<file path="src/rtl/sic_pkg.sv">
`timescale 1ns / 1ps
`default_nettype none
package sic_pkg;

    localparam int COORD_BITS = 24;
    localparam int DIFF_BITS  = COORD_BITS + 1;
    localparam int PROD_BITS  = 2 * DIFF_BITS;
    localparam int AREA_BITS  = PROD_BITS + 1;
    localparam int LIM_BITS   = 2 * COORD_BITS;
    localparam int SHIFT_BITS = 6;
    localparam int CODE_BITS  = 7;
    localparam int CLASS_BITS = 3;
    localparam int N_TRI      = 4;
    localparam int N_COORD    = 8;
    localparam int N_CODES    = 81;

    localparam int FIFO_DEPTH = 8;
    localparam int QPTR_BITS  = $clog2(FIFO_DEPTH);
    localparam int QCNT_BITS  = $clog2(FIFO_DEPTH + 1);

    localparam logic [SHIFT_BITS-1:0] TOL_SHIFT_RESET = SHIFT_BITS'(50);

    localparam logic [CLASS_BITS-1:0] CLS_NONE       = 3'd0;
    localparam logic [CLASS_BITS-1:0] CLS_CROSS      = 3'd1;
    localparam logic [CLASS_BITS-1:0] CLS_T_BD       = 3'd2;
    localparam logic [CLASS_BITS-1:0] CLS_T_AC       = 3'd3;
    localparam logic [CLASS_BITS-1:0] CLS_SHARED_END = 3'd4;
    localparam logic [CLASS_BITS-1:0] CLS_COINCIDENT = 3'd5;
    localparam logic [CLASS_BITS-1:0] CLS_COLLINEAR  = 3'd6;
    localparam logic [CLASS_BITS-1:0] CLS_IMPOSSIBLE = 3'd7;

    // row = (sA+1)*3+(sC+1), column = (sB+1)*3+(sD+1)
    localparam logic [CLASS_BITS-1:0] CLASS_TAB [N_CODES] = '{
        3'd1, 3'd2, 3'd0, 3'd2, 3'd7, 3'd7, 3'd0, 3'd7, 3'd7,
        3'd3, 3'd4, 3'd0, 3'd4, 3'd7, 3'd7, 3'd0, 3'd7, 3'd7,
        3'd0, 3'd0, 3'd0, 3'd0, 3'd5, 3'd0, 3'd0, 3'd0, 3'd0,
        3'd3, 3'd4, 3'd0, 3'd4, 3'd7, 3'd7, 3'd0, 3'd7, 3'd7,
        3'd7, 3'd7, 3'd5, 3'd7, 3'd6, 3'd7, 3'd5, 3'd7, 3'd7,
        3'd7, 3'd7, 3'd0, 3'd7, 3'd7, 3'd4, 3'd0, 3'd4, 3'd3,
        3'd0, 3'd0, 3'd0, 3'd0, 3'd5, 3'd0, 3'd0, 3'd0, 3'd0,
        3'd7, 3'd7, 3'd0, 3'd7, 3'd7, 3'd4, 3'd0, 3'd4, 3'd3,
        3'd7, 3'd7, 3'd0, 3'd7, 3'd7, 3'd2, 3'd0, 3'd2, 3'd1
    };

    typedef logic signed [COORD_BITS-1:0] coord_t;
    typedef logic signed [DIFF_BITS-1:0]  diff_t;
    typedef logic signed [PROD_BITS-1:0]  prod_t;
    typedef logic signed [AREA_BITS-1:0]  area_t;
    typedef logic [COORD_BITS-1:0]        cmag_t;
    typedef logic [AREA_BITS-1:0]         amag_t;
    typedef logic [LIM_BITS-1:0]          lim_t;

    typedef struct packed {
        logic [CODE_BITS-1:0]  code;
        logic [CLASS_BITS-1:0] cls;
        amag_t                 maxarea;
        lim_t                  lim;
    } mid_word_t;

    typedef struct packed {
        logic      valid;
        mid_word_t word;
    } mid_item_t;

endpackage
`default_nettype wire

</file>
<file path="src/rtl/sic_queue.sv">
`timescale 1ns / 1ps
`default_nettype none
module sic_queue (
    input  logic               clk,
    input  logic               rst_n,
    input  sic_pkg::mid_item_t wr,
    input  logic               rd,
    output sic_pkg::mid_item_t head
);
    import sic_pkg::*;

    mid_word_t            mem [FIFO_DEPTH];
    logic [QPTR_BITS-1:0] wr_ptr_reg;
    logic [QPTR_BITS-1:0] rd_ptr_reg;
    logic [QCNT_BITS-1:0] cnt_reg;
    logic [QPTR_BITS-1:0] wr_ptr_next;
    logic [QPTR_BITS-1:0] rd_ptr_next;
    logic [QCNT_BITS-1:0] cnt_next;

    always_comb
    begin
        wr_ptr_next = wr_ptr_reg;
        rd_ptr_next = rd_ptr_reg;
        if (wr.valid)
        begin
            wr_ptr_next = (wr_ptr_reg == QPTR_BITS'(FIFO_DEPTH - 1)) ? '0
                                                                     : wr_ptr_reg + 1'b1;
        end
        if (rd)
        begin
            rd_ptr_next = (rd_ptr_reg == QPTR_BITS'(FIFO_DEPTH - 1)) ? '0
                                                                     : rd_ptr_reg + 1'b1;
        end
        case ({wr.valid, rd})
            2'b10:   cnt_next = cnt_reg + QCNT_BITS'(1);
            2'b01:   cnt_next = cnt_reg - QCNT_BITS'(1);
            default: cnt_next = cnt_reg;
        endcase
    end

    always_ff @(posedge clk or negedge rst_n)
    begin
        if (!rst_n)
        begin
            wr_ptr_reg <= '0;
            rd_ptr_reg <= '0;
            cnt_reg    <= '0;
        end
        else
        begin
            wr_ptr_reg <= wr_ptr_next;
            rd_ptr_reg <= rd_ptr_next;
            cnt_reg    <= cnt_next;
        end
    end

    always_ff @(posedge clk)
    begin
        if (wr.valid)
        begin
            mem[wr_ptr_reg] <= wr.word;
        end
    end

    assign head.valid = (cnt_reg != '0);
    assign head.word  = mem[rd_ptr_reg];

endmodule
`default_nettype wire

</file>
<file path="config.mk">
export PLATFORM = sky130hd
export DESIGN_NAME = sic_queue
export DESIGN_NICKNAME = d
export VERILOG_FILES = /design/src/rtl/sic_pkg.sv /design/src/rtl/sic_queue.sv
export SDC_FILE = /design/constraint.sdc
export NUM_CORES = 1
export LEC_CHECK = 0
export BUFFER_PORTS_ARGS = -buffer_cell sky130_fd_sc_hd__buf_2
export CAP_MARGIN = 20
export CORE_ASPECT_RATIO = 0.8
export CORE_MARGIN = 3
export CORE_UTILIZATION = 45
export DETAILED_ROUTE_END_ITERATION = 12
export PLACE_DENSITY = 0.72
export SLEW_MARGIN = 0
export SYNTH_ARGS = -nofsm -noshare
export SYNTH_HDL_FRONTEND = slang
export SYNTH_SLANG_ARGS = --single-unit
</file>
<file path="constraint.sdc">
create_clock -name clk -period 13.4 [get_ports clk]
set_input_delay 0.67 -clock clk [delete_from_list [all_inputs] [get_ports clk]]
set_output_delay 0.67 -clock clk [all_outputs]
set_load 0.02 [all_outputs]
</file>
=== Word-level counts from Yosys, hierarchy flattened ===
Memories as Yosys holds them, arrays and structs flattened.
Index checks and enable logic that the tools add are counted.

* Output and inout bits: 110
* RAM bits: 872
* Logic and storage cells: 19
* Flip-flop bits (word level): 10
* Input bits: 113
* Memories: 1

* Reduce and logical (&&, ||, !) cells: 2
* Add/subtract/negate cells: 4
* Equal/unequal tests: 4
* Multiplexer cells: 5

{| class="wikitable"
|+ Memories
! name !! depth !! bits a word !! rd ports !! clocked after Yosys merged registers in !! write ports !! line !! source
|-
| mem || 8 || 109 || 1 || 0 || 1 || sic_queue.sv:12 || <nowiki>mid_word_t mem [FIFO_DEPTH];</nowiki>
|}

{| class="wikitable"
|+ Operators with widths
! cell !! number
|-
| $pmux W4 S2 || 1
|-
| $add A3 B1 Y3 const B || 2
|-
| $eq A3 B3 Y1 const B || 2
|-
| $mux W3 || 2
|-
| $add A4 B1 Y4 const B || 1
|-
| $reduce_bool A4 Y1 || 1
|-
| $sub A4 B1 Y4 const B || 1
|-
| $eq A2 B1 Y1 const B || 1
|-
| $eq A2 B2 Y1 const B || 1
|-
| $mux W1 || 2
|-
| $reduce_bool A2 Y1 || 1
|}

=== Longest topological paths before layout ===
* Depth in word-level cells: 2
* Depth in mapped cells: 8
* Mapped depth without buffers: 8

=== Worst setup path before layout ===
Ideal clock, no wire load.

* Path type: input to register
* Start point: input wr[109] (netlist name)
* End point: memory mem[0][0] (netlist name), enable pin
* Data required time: 12,690 ps
* Arrival: 8,131 ps
* Buffers on the path: 0
* Path slack: 4,559 ps
* Library setup time: 710 ps
* Stages: 2
* Path through: nand2b_1 > nor3_1

* Cells in the longest elaborated chain, start to end: 2

{| class="wikitable"
|+ Ends and longest elaborated chain
! element !! line !! source
|-
| start, declared || sic_queue.sv:6 || <nowiki>input sic_pkg::mid_item_t wr,</nowiki>
|-
| $mux W1 || sic_queue.sv:59 || <nowiki>if (wr.valid)</nowiki>
|-
| $mux W1 (not written as such) || sic_queue.sv:61 || <nowiki>mem[wr_ptr_reg] <= wr.word;</nowiki>
|-
| end, declared || sic_queue.sv:12 ||
|}

No other way between the ends.

==> flow_summary.json <==
{
  "status": "complete, no violations",
  "cts_tree": "built",
  "worstPathMaxFanout": 52,
  "synth_top_area_share_pct": 77.9,
  "clk_latency_ns": 0.62,
  "fin_ws_ns": 8.27,
  "cts_sinks": 882,
  "htreeDepth": 3,
  "rr_worst_depth": 3,
  "worstSetupPathType": "flip-flop to output port",
  "cp-end-kind": "output port",
  "post-route-min-period_ns": 5.13,
  "fin_area_sq_um": 38500,
  "worstPathArrival_ns": 4.46,
  "synth_area_sq_um": 33600,
  "maxSlewViolCount": 0,
  "grt_start_max_net_pins": 64,
  "ys_top_cells_by_area": "edfxtp_1, mux4_2, mux4_1",
  "p_per_area_nw_per_um2": 222,
  "ys_seq_area_share_pct": 78.6,
  "vias_per_cell": 5.51,
  "worstReg2RegEnd": "mem[4][49]",
  "postPlaceCellArea_sq_um": 35700,
  "fin_setup_tns_ns": 0,
  "layout-drive-gt1-share_pct": 39.5,
  "grt_use_total_pct": 16.7,
  "synthFlopType": "edfxtp_1",
  "hold_ws_ns": 0.311,
  "gr-total-overflow": 0,
  "drtAntennaViolNets": 0,
  "antenna_found_initial": 16,
  "largest_reg_flops": 872,
  "netlist_instances": 1315,
  "grt_pass1_vias": 15812,
  "fmax_mhz": 195,
  "ys_ff_latch": 882,
  "tightest_slew_ns": 1.05,
  "max-cap-violations": 0,
  "p_leak_nw": 12.6,
  "setup_violations": 0,
  "rsz0062_at_grt": "no",
  "peakVddDrop_mv": 0.175,
  "synthesis.nets": 1435,
  "startpoint_type": "flip-flop",
  "dp_hpwl_um": 34500,
  "grt_pass1_wl_um": 98700,
  "drt_iter0_markers": 1067,
  "holdPathEnd": "mem[7][96]",
  "fp.dieH_um": 250,
  "place_congestion": 0.695,
  "finalClockSkew_ns": 0.0199,
  "wl_um": 64700,
  "synth_common_cells": "edfxtp_1, mux4_2, mux2_2",
  "hp-start": "wr[96]",
  "final_nets": 1709,
  "crit_required_ns": 12.73,
  "drc": 0,
  "hold_viol": 0,
  "synth.largest_area_cell": "edfxtp_1",
  "clk_pin_slew_worst_paths_ns": 0.06,
  "min_path_type": "input pin to flip-flop",
  "synth_edf_count": 872,
  "die_x_um": 312,
  "dp_slack_ns": 8.75,
  "async_flop_share_pct": 1.13,
  "syn_area_per_cell_sq_um": 25.6,
  "drtPass1Iterations": 5,
  "r2r_setup_slack_ns": 10.83,
  "vias": 14607,
  "initial_core_util_pct": 46.1,
  "clock_path_buffers": 3,
  "post-route-util_pct": 52.7,
  "rows": 88,
  "wl_per_cell_um": 24.4,
  "postCtsHoldBufs": 1,
  "root_buffer": "clkbuf_16",
  "cts_resized": 0,
  "coreArea_sq_um": 73000,
  "numPortBuffers": 222,
  "fin_crit_sh_pct": 38.3,
  "io-pin-count": 223,
  "min_path_cells": 1,
  "area_delta_synth_final_pct": 14.5,
  "worstReg2RegStart": "wr_ptr_reg[1]",
  "synthDistinctLibCells": 25,
  "post_cts_buffers": 0,
  "die_area_sq_um": 78000,
  "slew_headroom_pct": 29.9,
  "synth_most_common_cell": "edfxtp_1",
  "synth_warnings": 0,
  "numCtsBuffers": 85
}
-- metal layers --
layer	vias to the layer above	global-route usage [%]	wire length, um
met5	-	0	100
met4	16	4.68	1360
met3	117	4.52	4710
met2	394	27.4	31800
met1	7798	22.3	26800
li1	6282	-	-
-- cell type report --
type                            instances  area, sq um
Multi-Input combinational cell        371         6750
Clock inverter                         48          425
Clock buffer                          103         2280
Antenna cell                           10         25.0
Inverter                                1         3.75
Fill cell                            5473        34500
Tap cell                              990         1240
Sequential cell                       882        26400
Timing Repair Buffer                  248         1310
-- stage by stage --
step	power (mW)	std cells
global route	8.92	2645
global placement	6.28	2491
CTS	8.67	2643
floorplan	5.64	1315
detailed placement	6.34	2491
finish	8.53	2653
-- worst max-delay path, stage by stage (launching register included) --
cell     delay [ns]
dfrtp_4        0.97
buf_4          0.74
buf_4          0.90
mux4_1         0.64
mux2_2         0.31
buf_2          0.17
-- cell usage in the layout, fill, tap and decap left out --
master | synthesis | layout
nor2b_1 | 3 | 3
clkinvlp_4 | 0 | 2
clkbuf_16 | 0 | 89
bufinv_16 | 0 | 7
or4_1 | 1 | 1
buf_4 | 0 | 25
or3_1 | 1 | 1
nand2b_1 | 3 | 3
inv_1 | 1 | 1
a31oi_1 | 1 | 1
xor2_1 | 4 | 4
mux2_2 | 116 | 116
dfrtp_1 | 10 | 7
nor2_1 | 9 | 3
nand2_1 | 2 | 2
dlygate4sd3_1 | 0 | 1
nor3_2 | 0 | 2
ha_1 | 7 | 7
buf_2 | 5 | 222
nor2_4 | 0 | 6
clkinv_2 | 0 | 18
clkbuf_1 | 22 | 14
o32ai_1 | 1 | 1
mux4_2 | 159 | 159
inv_16 | 0 | 1
a21oi_1 | 2 | 2
clkinv_1 | 0 | 17
edfxtp_1 | 872 | 872
diode_2 | 0 | 10
inv_6 | 0 | 3
dfrtp_4 | 0 | 3
xnor2_1 | 1 | 1
mux4_1 | 59 | 59
-- how the worst max path moves through the flow --
stage                       start         to  slack (ns)
floorplan                 wr[109]  mem[0][0]        4.56
global placement    rd_ptr_reg[0]   head[75]        8.80
detailed placement  rd_ptr_reg[0]   head[75]        8.75
CTS                 rd_ptr_reg[0]   head[75]        8.06
global route        rd_ptr_reg[0]   head[75]        7.83
finish              rd_ptr_reg[0]   head[75]        8.27
-- cells by family (layout without fill, tap and decap cells) --
kind of cell	count (synthesis)	in the layout	share of synthesized area, %
DFF	882	882	78.6
muxes	334	334	19.1
buffers and inverters	62	400	1.46
and+or+nand+nor	21	21	0.305
adders and majority gates	7	7	0.260
xor gates and xnor gates	5	5	0.130
AOI/OAI and AO/OA	4	4	0.0744
other	0	10	0
-- power breakdown --
group | leakage (nW) | switching, mW | internal [mW]
clock | 1.33 | 0.971 | 1.35
sequential | 8.04 | 0.165 | 3.47
combinational | 3.21 | 1.44 | 1.14
No activity file was read; power rests on OpenSTA's default activity.
