**src/rtl/sic_pkg.sv**
```systemverilog
`timescale 1ns / 1ps
`default_nettype none
package sic_pkg;

    localparam int COORD_BITS = 24;
    localparam int DIFF_BITS  = COORD_BITS + 1;
    localparam int PROD_BITS  = 2 * DIFF_BITS;
    localparam int AREA_BITS  = PROD_BITS + 1;
    localparam int LIM_BITS   = 2 * COORD_BITS;
    localparam int SHIFT_BITS = 6;
    localparam int CODE_BITS  = 7;
    localparam int CLASS_BITS = 3;
    localparam int N_TRI      = 4;
    localparam int N_COORD    = 8;
    localparam int N_CODES    = 81;

    localparam int FIFO_DEPTH = 8;
    localparam int QPTR_BITS  = $clog2(FIFO_DEPTH);
    localparam int QCNT_BITS  = $clog2(FIFO_DEPTH + 1);

    localparam logic [SHIFT_BITS-1:0] TOL_SHIFT_RESET = SHIFT_BITS'(50);

    localparam logic [CLASS_BITS-1:0] CLS_NONE       = 3'd0;
    localparam logic [CLASS_BITS-1:0] CLS_CROSS      = 3'd1;
    localparam logic [CLASS_BITS-1:0] CLS_T_BD       = 3'd2;
    localparam logic [CLASS_BITS-1:0] CLS_T_AC       = 3'd3;
    localparam logic [CLASS_BITS-1:0] CLS_SHARED_END = 3'd4;
    localparam logic [CLASS_BITS-1:0] CLS_COINCIDENT = 3'd5;
    localparam logic [CLASS_BITS-1:0] CLS_COLLINEAR  = 3'd6;
    localparam logic [CLASS_BITS-1:0] CLS_IMPOSSIBLE = 3'd7;

    // row = (sA+1)*3+(sC+1), column = (sB+1)*3+(sD+1)
    localparam logic [CLASS_BITS-1:0] CLASS_TAB [N_CODES] = '{
        3'd1, 3'd2, 3'd0, 3'd2, 3'd7, 3'd7, 3'd0, 3'd7, 3'd7,
        3'd3, 3'd4, 3'd0, 3'd4, 3'd7, 3'd7, 3'd0, 3'd7, 3'd7,
        3'd0, 3'd0, 3'd0, 3'd0, 3'd5, 3'd0, 3'd0, 3'd0, 3'd0,
        3'd3, 3'd4, 3'd0, 3'd4, 3'd7, 3'd7, 3'd0, 3'd7, 3'd7,
        3'd7, 3'd7, 3'd5, 3'd7, 3'd6, 3'd7, 3'd5, 3'd7, 3'd7,
        3'd7, 3'd7, 3'd0, 3'd7, 3'd7, 3'd4, 3'd0, 3'd4, 3'd3,
        3'd0, 3'd0, 3'd0, 3'd0, 3'd5, 3'd0, 3'd0, 3'd0, 3'd0,
        3'd7, 3'd7, 3'd0, 3'd7, 3'd7, 3'd4, 3'd0, 3'd4, 3'd3,
        3'd7, 3'd7, 3'd0, 3'd7, 3'd7, 3'd2, 3'd0, 3'd2, 3'd1
    };

    typedef logic signed [COORD_BITS-1:0] coord_t;
    typedef logic signed [DIFF_BITS-1:0]  diff_t;
    typedef logic signed [PROD_BITS-1:0]  prod_t;
    typedef logic signed [AREA_BITS-1:0]  area_t;
    typedef logic [COORD_BITS-1:0]        cmag_t;
    typedef logic [AREA_BITS-1:0]         amag_t;
    typedef logic [LIM_BITS-1:0]          lim_t;

    typedef struct packed {
        logic [CODE_BITS-1:0]  code;
        logic [CLASS_BITS-1:0] cls;
        amag_t                 maxarea;
        lim_t                  lim;
    } mid_word_t;

    typedef struct packed {
        logic      valid;
        mid_word_t word;
    } mid_item_t;

endpackage
`default_nettype wire

```
**src/rtl/sic_back.sv**
```systemverilog
`timescale 1ns / 1ps
`default_nettype none
module sic_back (
    input  logic                             clk,
    input  logic                             rst_n,
    input  sic_pkg::mid_item_t               head,
    output logic                             q_rd,
    output logic                             empty,
    input  logic                             pop,
    output logic [sic_pkg::CLASS_BITS-1:0]   int_class,
    output logic [sic_pkg::CODE_BITS-1:0]    sign_code,
    input  logic                             cfg_valid,
    output logic                             cfg_ready,
    input  logic [sic_pkg::SHIFT_BITS-1:0]   tolerance_shift
);
    import sic_pkg::*;

    logic [SHIFT_BITS-1:0] tol_reg;
    logic                  out_valid_reg;
    logic [CLASS_BITS-1:0] cls_reg;
    logic [CODE_BITS-1:0]  code_reg;
    logic [CLASS_BITS-1:0] cls_next;
    lim_t                  thr;
    logic                  negligible;

    assign cfg_ready = 1'b1;
    assign q_rd      = head.valid && (!out_valid_reg || pop);

    // impossible pattern with areas tiny against the coordinates reads as collinear
    always_comb
    begin
        thr        = (head.word.lim - lim_t'(1)) >> tol_reg;
        negligible = (head.word.lim != '0) && (head.word.maxarea <= AREA_BITS'(thr));
        if (head.word.cls == CLS_IMPOSSIBLE && negligible)
        begin
            cls_next = CLS_COLLINEAR;
        end
        else
        begin
            cls_next = head.word.cls;
        end
    end

    always_ff @(posedge clk or negedge rst_n)
    begin
        if (!rst_n)
        begin
            tol_reg       <= TOL_SHIFT_RESET;
            out_valid_reg <= 1'b0;
        end
        else
        begin
            if (cfg_valid)
            begin
                tol_reg <= tolerance_shift;
            end
            if (q_rd)
            begin
                out_valid_reg <= 1'b1;
            end
            else if (pop)
            begin
                out_valid_reg <= 1'b0;
            end
        end
    end

    always_ff @(posedge clk)
    begin
        if (q_rd)
        begin
            cls_reg  <= cls_next;
            code_reg <= head.word.code;
        end
    end

    assign empty     = !out_valid_reg;
    assign int_class = cls_reg;
    assign sign_code = code_reg;

endmodule
`default_nettype wire

```
**config.mk**
```make
export PLATFORM = sky130hd
export DESIGN_NAME = sic_back
export DESIGN_NICKNAME = d
export VERILOG_FILES = /design/src/rtl/sic_pkg.sv /design/src/rtl/sic_back.sv
export SDC_FILE = /design/constraint.sdc
export NUM_CORES = 1
export LEC_CHECK = 0
export ABC_AREA = 0
export BUFFER_PORTS_ARGS = -buffer_cell sky130_fd_sc_hd__clkbuf_2
export CAP_MARGIN = 15
export CORE_ASPECT_RATIO = 0.7
export CORE_MARGIN = 3
export CORE_UTILIZATION = 55
export CTS_CLUSTER_SIZE = 28
export DETAILED_ROUTE_END_ITERATION = 12
export PLACE_DENSITY = 0.88
export SKIP_CTS_REPAIR_TIMING = 1
export SLEW_MARGIN = 20
export SYNTH_ARGS = -nofsm -noshare
export SYNTH_HDL_FRONTEND = slang
export SYNTH_SLANG_ARGS = --single-unit
```
**constraint.sdc**
```tcl
create_clock -name clk -period 4.5 [get_ports clk]
set_input_delay 0.225 -clock clk [delete_from_list [all_inputs] [get_ports clk]]
set_output_delay 0.225 -clock clk [all_outputs]
set_load 0.02 [all_outputs]
```
Word level (Yosys, flattened, before mapping). Cells that the tools add are included.

Muxes and demuxes: 2. $lt $le $gt $ge: 1. Add/subtract/negate cells: 1. Shifts and indexed selects: 1. Reductions and logical operators: 7. Equality and inequality tests: 1.

Operator list (count): <= comparator 51 x 48 -> 1 bit (1); nonzero test 48 bit (1); >> shifter 48 x 6 -> 48 bit (1); subtractor 48 x 1 -> 48 bit, second input constant (1); == test 3 bit, second input constant (1); logical AND 1 bit (3); 2-to-1 mux 1 bit (2); nonzero test 2 bit (1); logical NOT 1 bit (1); logical OR 1 bit (1).

Output and inout bits: 13. Bits in registers: 17.

Depth between registers and ports, before layout.
Depth in word-level cells: 5. Mapped depth: 22. Gate-level depth less buffers: 21.

Worst setup path before layout. Ideal clock, no wire load.

Path type: input-to-reg. Start: input head[32] (netlist bit). End: register cls_reg[0], in the netlist int_class[0] (data pin). Cell stages on the path: 21. Arrival time: 4.556 ns. Buffers on the path: 2. Data required time: 4.246 ns. Setup time: 0.254 ns. Slack: -0.310 ns. Cells stage by stage: buf_6 -> or4_4 -> or4_4 -> or3_1 -> buf_6 -> o31a_1 -> nor3_2 -> o311ai_1 -> a22o_1 -> or4b_1 -> a31oi_1 -> ha_1 -> a21o_1 -> a21o_1 -> a21oi_1 -> o21ai_0 -> a21oi_1 -> o21ai_0 -> a21oi_1 -> a21oi_1 -> o21a_1.

Word-level cells in the longest chain between the ends: 5.

RTL lines: from (decl) (line sic_back.sv:6) `input sic_pkg::mid_item_t head,`; subtractor 48 x 1 -> 48 bit (line sic_back.sv:32) `thr = (head.word.lim - lim_t'(1)) >> tol_reg;`; >> shifter 48 x 6 -> 48 bit (line sic_back.sv:32); <= comparator 51 x 48 -> 1 bit (line sic_back.sv:33) `negligible = (head.word.lim != '0) && (head.word.maxarea <= AREA_BITS'(thr));`; logical AND 1 bit (*) (line sic_back.sv:33); logical AND 1 bit (*) (line sic_back.sv:34) `if (head.word.cls == CLS_IMPOSSIBLE && negligible)`; to (signal assigned) (line sic_back.sv:72) `cls_reg <= cls_next;`; to (decl) (line sic_back.sv:20) `logic [CLASS_BITS-1:0] cls_reg;`.

Mark *: on every way between the ends. The rest lies on a longest branch, timed or not. A chain may end at the register's enable or synchronous reset.

Worst setup path in the final report.
Start: input head[26] (netlist bit). End: register cls_reg[0], in the netlist int_class[0] (data pin).

The elaborated chain is that of the path after synthesis.

==> impl_metrics.env <==
export IMPL_outcome="finished with violations"
export IMPL_failing_checks="setup timing"
export IMPL_cts_tree="built"
export IMPL_layout_cells_non_filler=1285
export IMPL_report_final_setup_viol=1
export IMPL_netlist_instances=870
export IMPL_htree_levels=1
export IMPL_yosys_cell_count_top_type="sky130_fd_sc_hd__nand2_1"
export IMPL_synth_edf_count=10
export IMPL_synth_compound_area_share_pct=30.6
export IMPL_yosys_area_top_type_share_pct=9.78
export IMPL_post_synthesis_sequential_element_count=17
export IMPL_final_period_util_pct=110
export IMPL_number_of_routed_nets_with_antenna_violations=0
export IMPL_total_number_of_vias=9053
export IMPL_power_share_combinational_pct=77.5
export IMPL_worstSkewPairLatency_ns=0.24
export IMPL_cp_num_buf_inv=2
export IMPL_power_static_leakage_nw=3.75
export IMPL_routabilityCongestion=1.17
export IMPL_hpwlAfterDp_mm=20.7
export IMPL_holdWs_ns=0.157
export IMPL_insertedDiodeCount=0
export IMPL_yosys_top_cells_count="sky130_fd_sc_hd__nand2_1, sky130_fd_sc_hd__nor2_1, sky130_fd_sc_hd__a21oi_1"
export IMPL_port_buffers=131
export IMPL_critical_path_top_cell_by_count="sky130_fd_sc_hd__a21oi_1"
export IMPL_summed_instance_area_of_the_synthesized_netlist_um2=6400
export IMPL_yosysTopAreaCell="sky130_fd_sc_hd__ha_1"
export IMPL_fp_dieArea_um2=13000
export IMPL_detail_route_wl_per_cell_um=20.7
export IMPL_power_frac_seq_pct=12.1
export IMPL_first_pass_iters=12
export IMPL_synth_warnings=0
export IMPL_grt_setup_unrepaired="true"
export IMPL_path_max_fanout=8
export IMPL_postSynthNetCount=1040
export IMPL_critical_path_startpoint_type="primary input"
export IMPL_netlist_top_cells_area="sky130_fd_sc_hd__ha_1, sky130_fd_sc_hd__mux2i_1, sky130_fd_sc_hd__edfxtp_1"
export IMPL_grt_start_max_net_pins=49
export IMPL_slew_at_the_pin_closest_to_its_max_slew_limit_ns=0.652
export IMPL_num_nets_final=1303
export IMPL_critical_path_max_stage_delay_ns=0.54
export IMPL_number_of_sinks_on_the_clock_net=17
export IMPL_effective_utilization_at_floorplan_pct=57.3
export IMPL_fillers=732
export IMPL_seq_area_frac_synth_pct=7.49
export IMPL_crit_path_cell_trace="buf_6 > or4_4 > or4_4 > or3_4 > o31a_1 > nor3_1 > a211oi_2 > buf_4 > mux2_2 > a22o_1 > a211oi_1 > ha_1 > a21o_1 > a21oi_1 > o2111ai_1 > a21oi_1 > o21ai_1 > a21oi_1 > a21oi_2 > o21a_1"
export IMPL_post_route_cell_area_um2=8730
export IMPL_finalWorstSetupSlack_ns=-0.434
export IMPL_hp_class="in2reg"
export IMPL_category_of_the_most_critical_setup_path="in2reg"
export IMPL_cp_end_kind="register"
export IMPL_critical_path_data_arrival_time_ns=4.93
export IMPL_die_y_um=96.2
export IMPL_slew_headroom_pct=56.4
export IMPL_dominant_combinational_cell_family_by_area_after_synthesis="compound AO/OA/AOI/OAI gates"
export IMPL_post_route_min_period_ns=4.93
export IMPL_worst_path_dominant_cell_family="compound AO/OA/AOI/OAI gates"
export IMPL_power_clock_fraction_pct=10.4
export IMPL_switching_power_uw=777
export IMPL_timing_hold_violations_final=0
export IMPL_placed_cells=1278
export IMPL_vdd_ir_drop_max_v=0.000262
export IMPL_power_total_mw=1.64
export IMPL_power_per_cell_area_nw_per_um2=188
export IMPL_clock_fmax_mhz=203
export IMPL_switching_share_pct=47.4
export IMPL_num_io_pins=133
export IMPL_first_global_vias=8505
export IMPL_largest_register_ffs=7
export IMPL_synth_adder_area_share_pct=9.78
export IMPL_synth_top_flop_cell="sky130_fd_sc_hd__edfxtp_1"
export IMPL_cts_root_buf="sky130_fd_sc_hd__clkbuf_16"
export IMPL_core_rowCount=32
export IMPL_cell_internal_pwr_uw=864
export IMPL_flow_area_growth_from_synthesis_pct=36.5
export IMPL_fin_skew_ns=0.00125
export IMPL_worst_ep_required_time_ns=4.50
export IMPL_via_per_inst=7.05
export IMPL_antenna_violations_before_repair=0
export IMPL_grt_overflow_total=0
export IMPL_core_region_area_um2=11200
export IMPL_synthMuxAreaShare_pct=16.0
export IMPL_postSynth_asyncResetShare_pct=41.2
export IMPL_layout_drive_gt1_share_pct=38.4
export IMPL_cts_buffers_inserted=3
export IMPL_clk_transition_reported_paths_ns=0.05
export IMPL_detail_route_drc_violations=0
export IMPL_synth_cell_types=78
export IMPL_routed_wirelength_mm=26.6
export IMPL_placement_cell_area_um2=8400
export IMPL_cts_buffer_depth=2
export IMPL_synthSimpleGateAreaFrac_pct=26.2
export IMPL_synth_avg_cell_area_um2=7.35
export IMPL_worst_path_max_delay_cell="sky130_fd_sc_hd__or4_4"
export IMPL_die_x_um=135
export IMPL_grt_pass1_wl_mm=39.9
export IMPL_setup_tns_ns=-0.434
export IMPL_final_max_slew_violation_count=0
export IMPL_xor_xnor_share_of_the_synthesized_area_pct=3.29
export IMPL_drtIter0Drc=1844
export IMPL_gr_usage_all_layers_pct=37.4
export IMPL_maxCapViolCount=0
[cell usage in the layout (no fill, tap or decap), types with 13 or more instances in the layout]
| cell | n |
|---|---|
| sky130_fd_sc_hd__xnor2_1 | 22 |
| sky130_fd_sc_hd__ha_1 | 49 |
| sky130_fd_sc_hd__o21ai_0 | 41 |
| sky130_fd_sc_hd__a21oi_1 | 47 |
| sky130_fd_sc_hd__nand2_1 | 73 |
| sky130_fd_sc_hd__a22oi_1 | 15 |
| sky130_fd_sc_hd__buf_4 | 200 |
| sky130_fd_sc_hd__clkbuf_2 | 130 |
| sky130_fd_sc_hd__a21o_1 | 21 |
| sky130_fd_sc_hd__nor4_1 | 25 |
| sky130_fd_sc_hd__nand3_1 | 20 |
| sky130_fd_sc_hd__mux2i_1 | 48 |
| sky130_fd_sc_hd__mux2_2 | 24 |
| sky130_fd_sc_hd__nor3_1 | 32 |
| sky130_fd_sc_hd__o22ai_1 | 13 |
| sky130_fd_sc_hd__nor2_1 | 62 |
| sky130_fd_sc_hd__nand4_1 | 26 |
[final timing paths]
path / endpoint / start / slack, ns / depth (start not counted)
setup reg to reg: int_class[0] / tol_reg[1] / 0.09 / 19
hold / removal: sign_code[2] / head[104] / 0.16 / 1
hold reg to reg: out_valid_reg / out_valid_reg / 0.51 / 2
min in group asynchronous: out_valid_reg / rst_n / 0.36 / 2
setup / recovery: int_class[0] / head[26] / -0.43 / 20
max in group asynchronous: tol_reg[4] / rst_n / 3.91 / 2
[kinds of logic after synthesis]
| family | Yosys count |
|---|---|
| buffers and inverters | 90 |
| adder cells (fa/ha/maj) | 50 |
| XOR/XNOR | 24 |
| flip-flops | 17 |
| AND/OR/NAND/NOR | 319 |
| multiplexers | 85 |
| other | 1 |
| AO/OA/AOI/OAI | 284 |
[power by group through the flow]
stage / clock, mW / sequential (mW) / combinational, mW
finish: 0.170 / 0.199 / 1.27
global route: 0.182 / 0.200 / 1.35
CTS: 0.173 / 0.197 / 1.16
detailed placement: 0 / 0.200 / 1.15
global placement: 0 / 0.199 / 1.10
floorplan: 0 / 0.193 / 0.721
[area by class of cell]
class	count	area [um^2]	area share (%)
multi-input combinational	763	5730	65.6
timing repair buffer	333	2190	25.1
sequential	17	480	5.50
tap	153	191	2.19
clock buffer	4	78.8	0.903
inverter	15	56.3	0.645
[stage by stage]
step	worst slack [ns]	utilization, %
6_report	-0.434	78.2
2_1_floorplan	-0.284	-
4_1_cts	-0.416	75.9
3_3_place_gp	-0.546	75.2
5_1_grt	-0.540	78.2
3_5_place_dp	-0.669	75.2
[routing by layer]
layer / routed length [um] / track usage, % / vias to the layer above
met2: 11000 / 58.8 / 869
met3: 4250 / 11.1 / 233
met5: 0 / 0 / -
met1: 9770 / 47.7 / 3980
li1: - / - / 3971
met4: 1560 / 16.7 / 0
(Power assumes the default switching activity.)
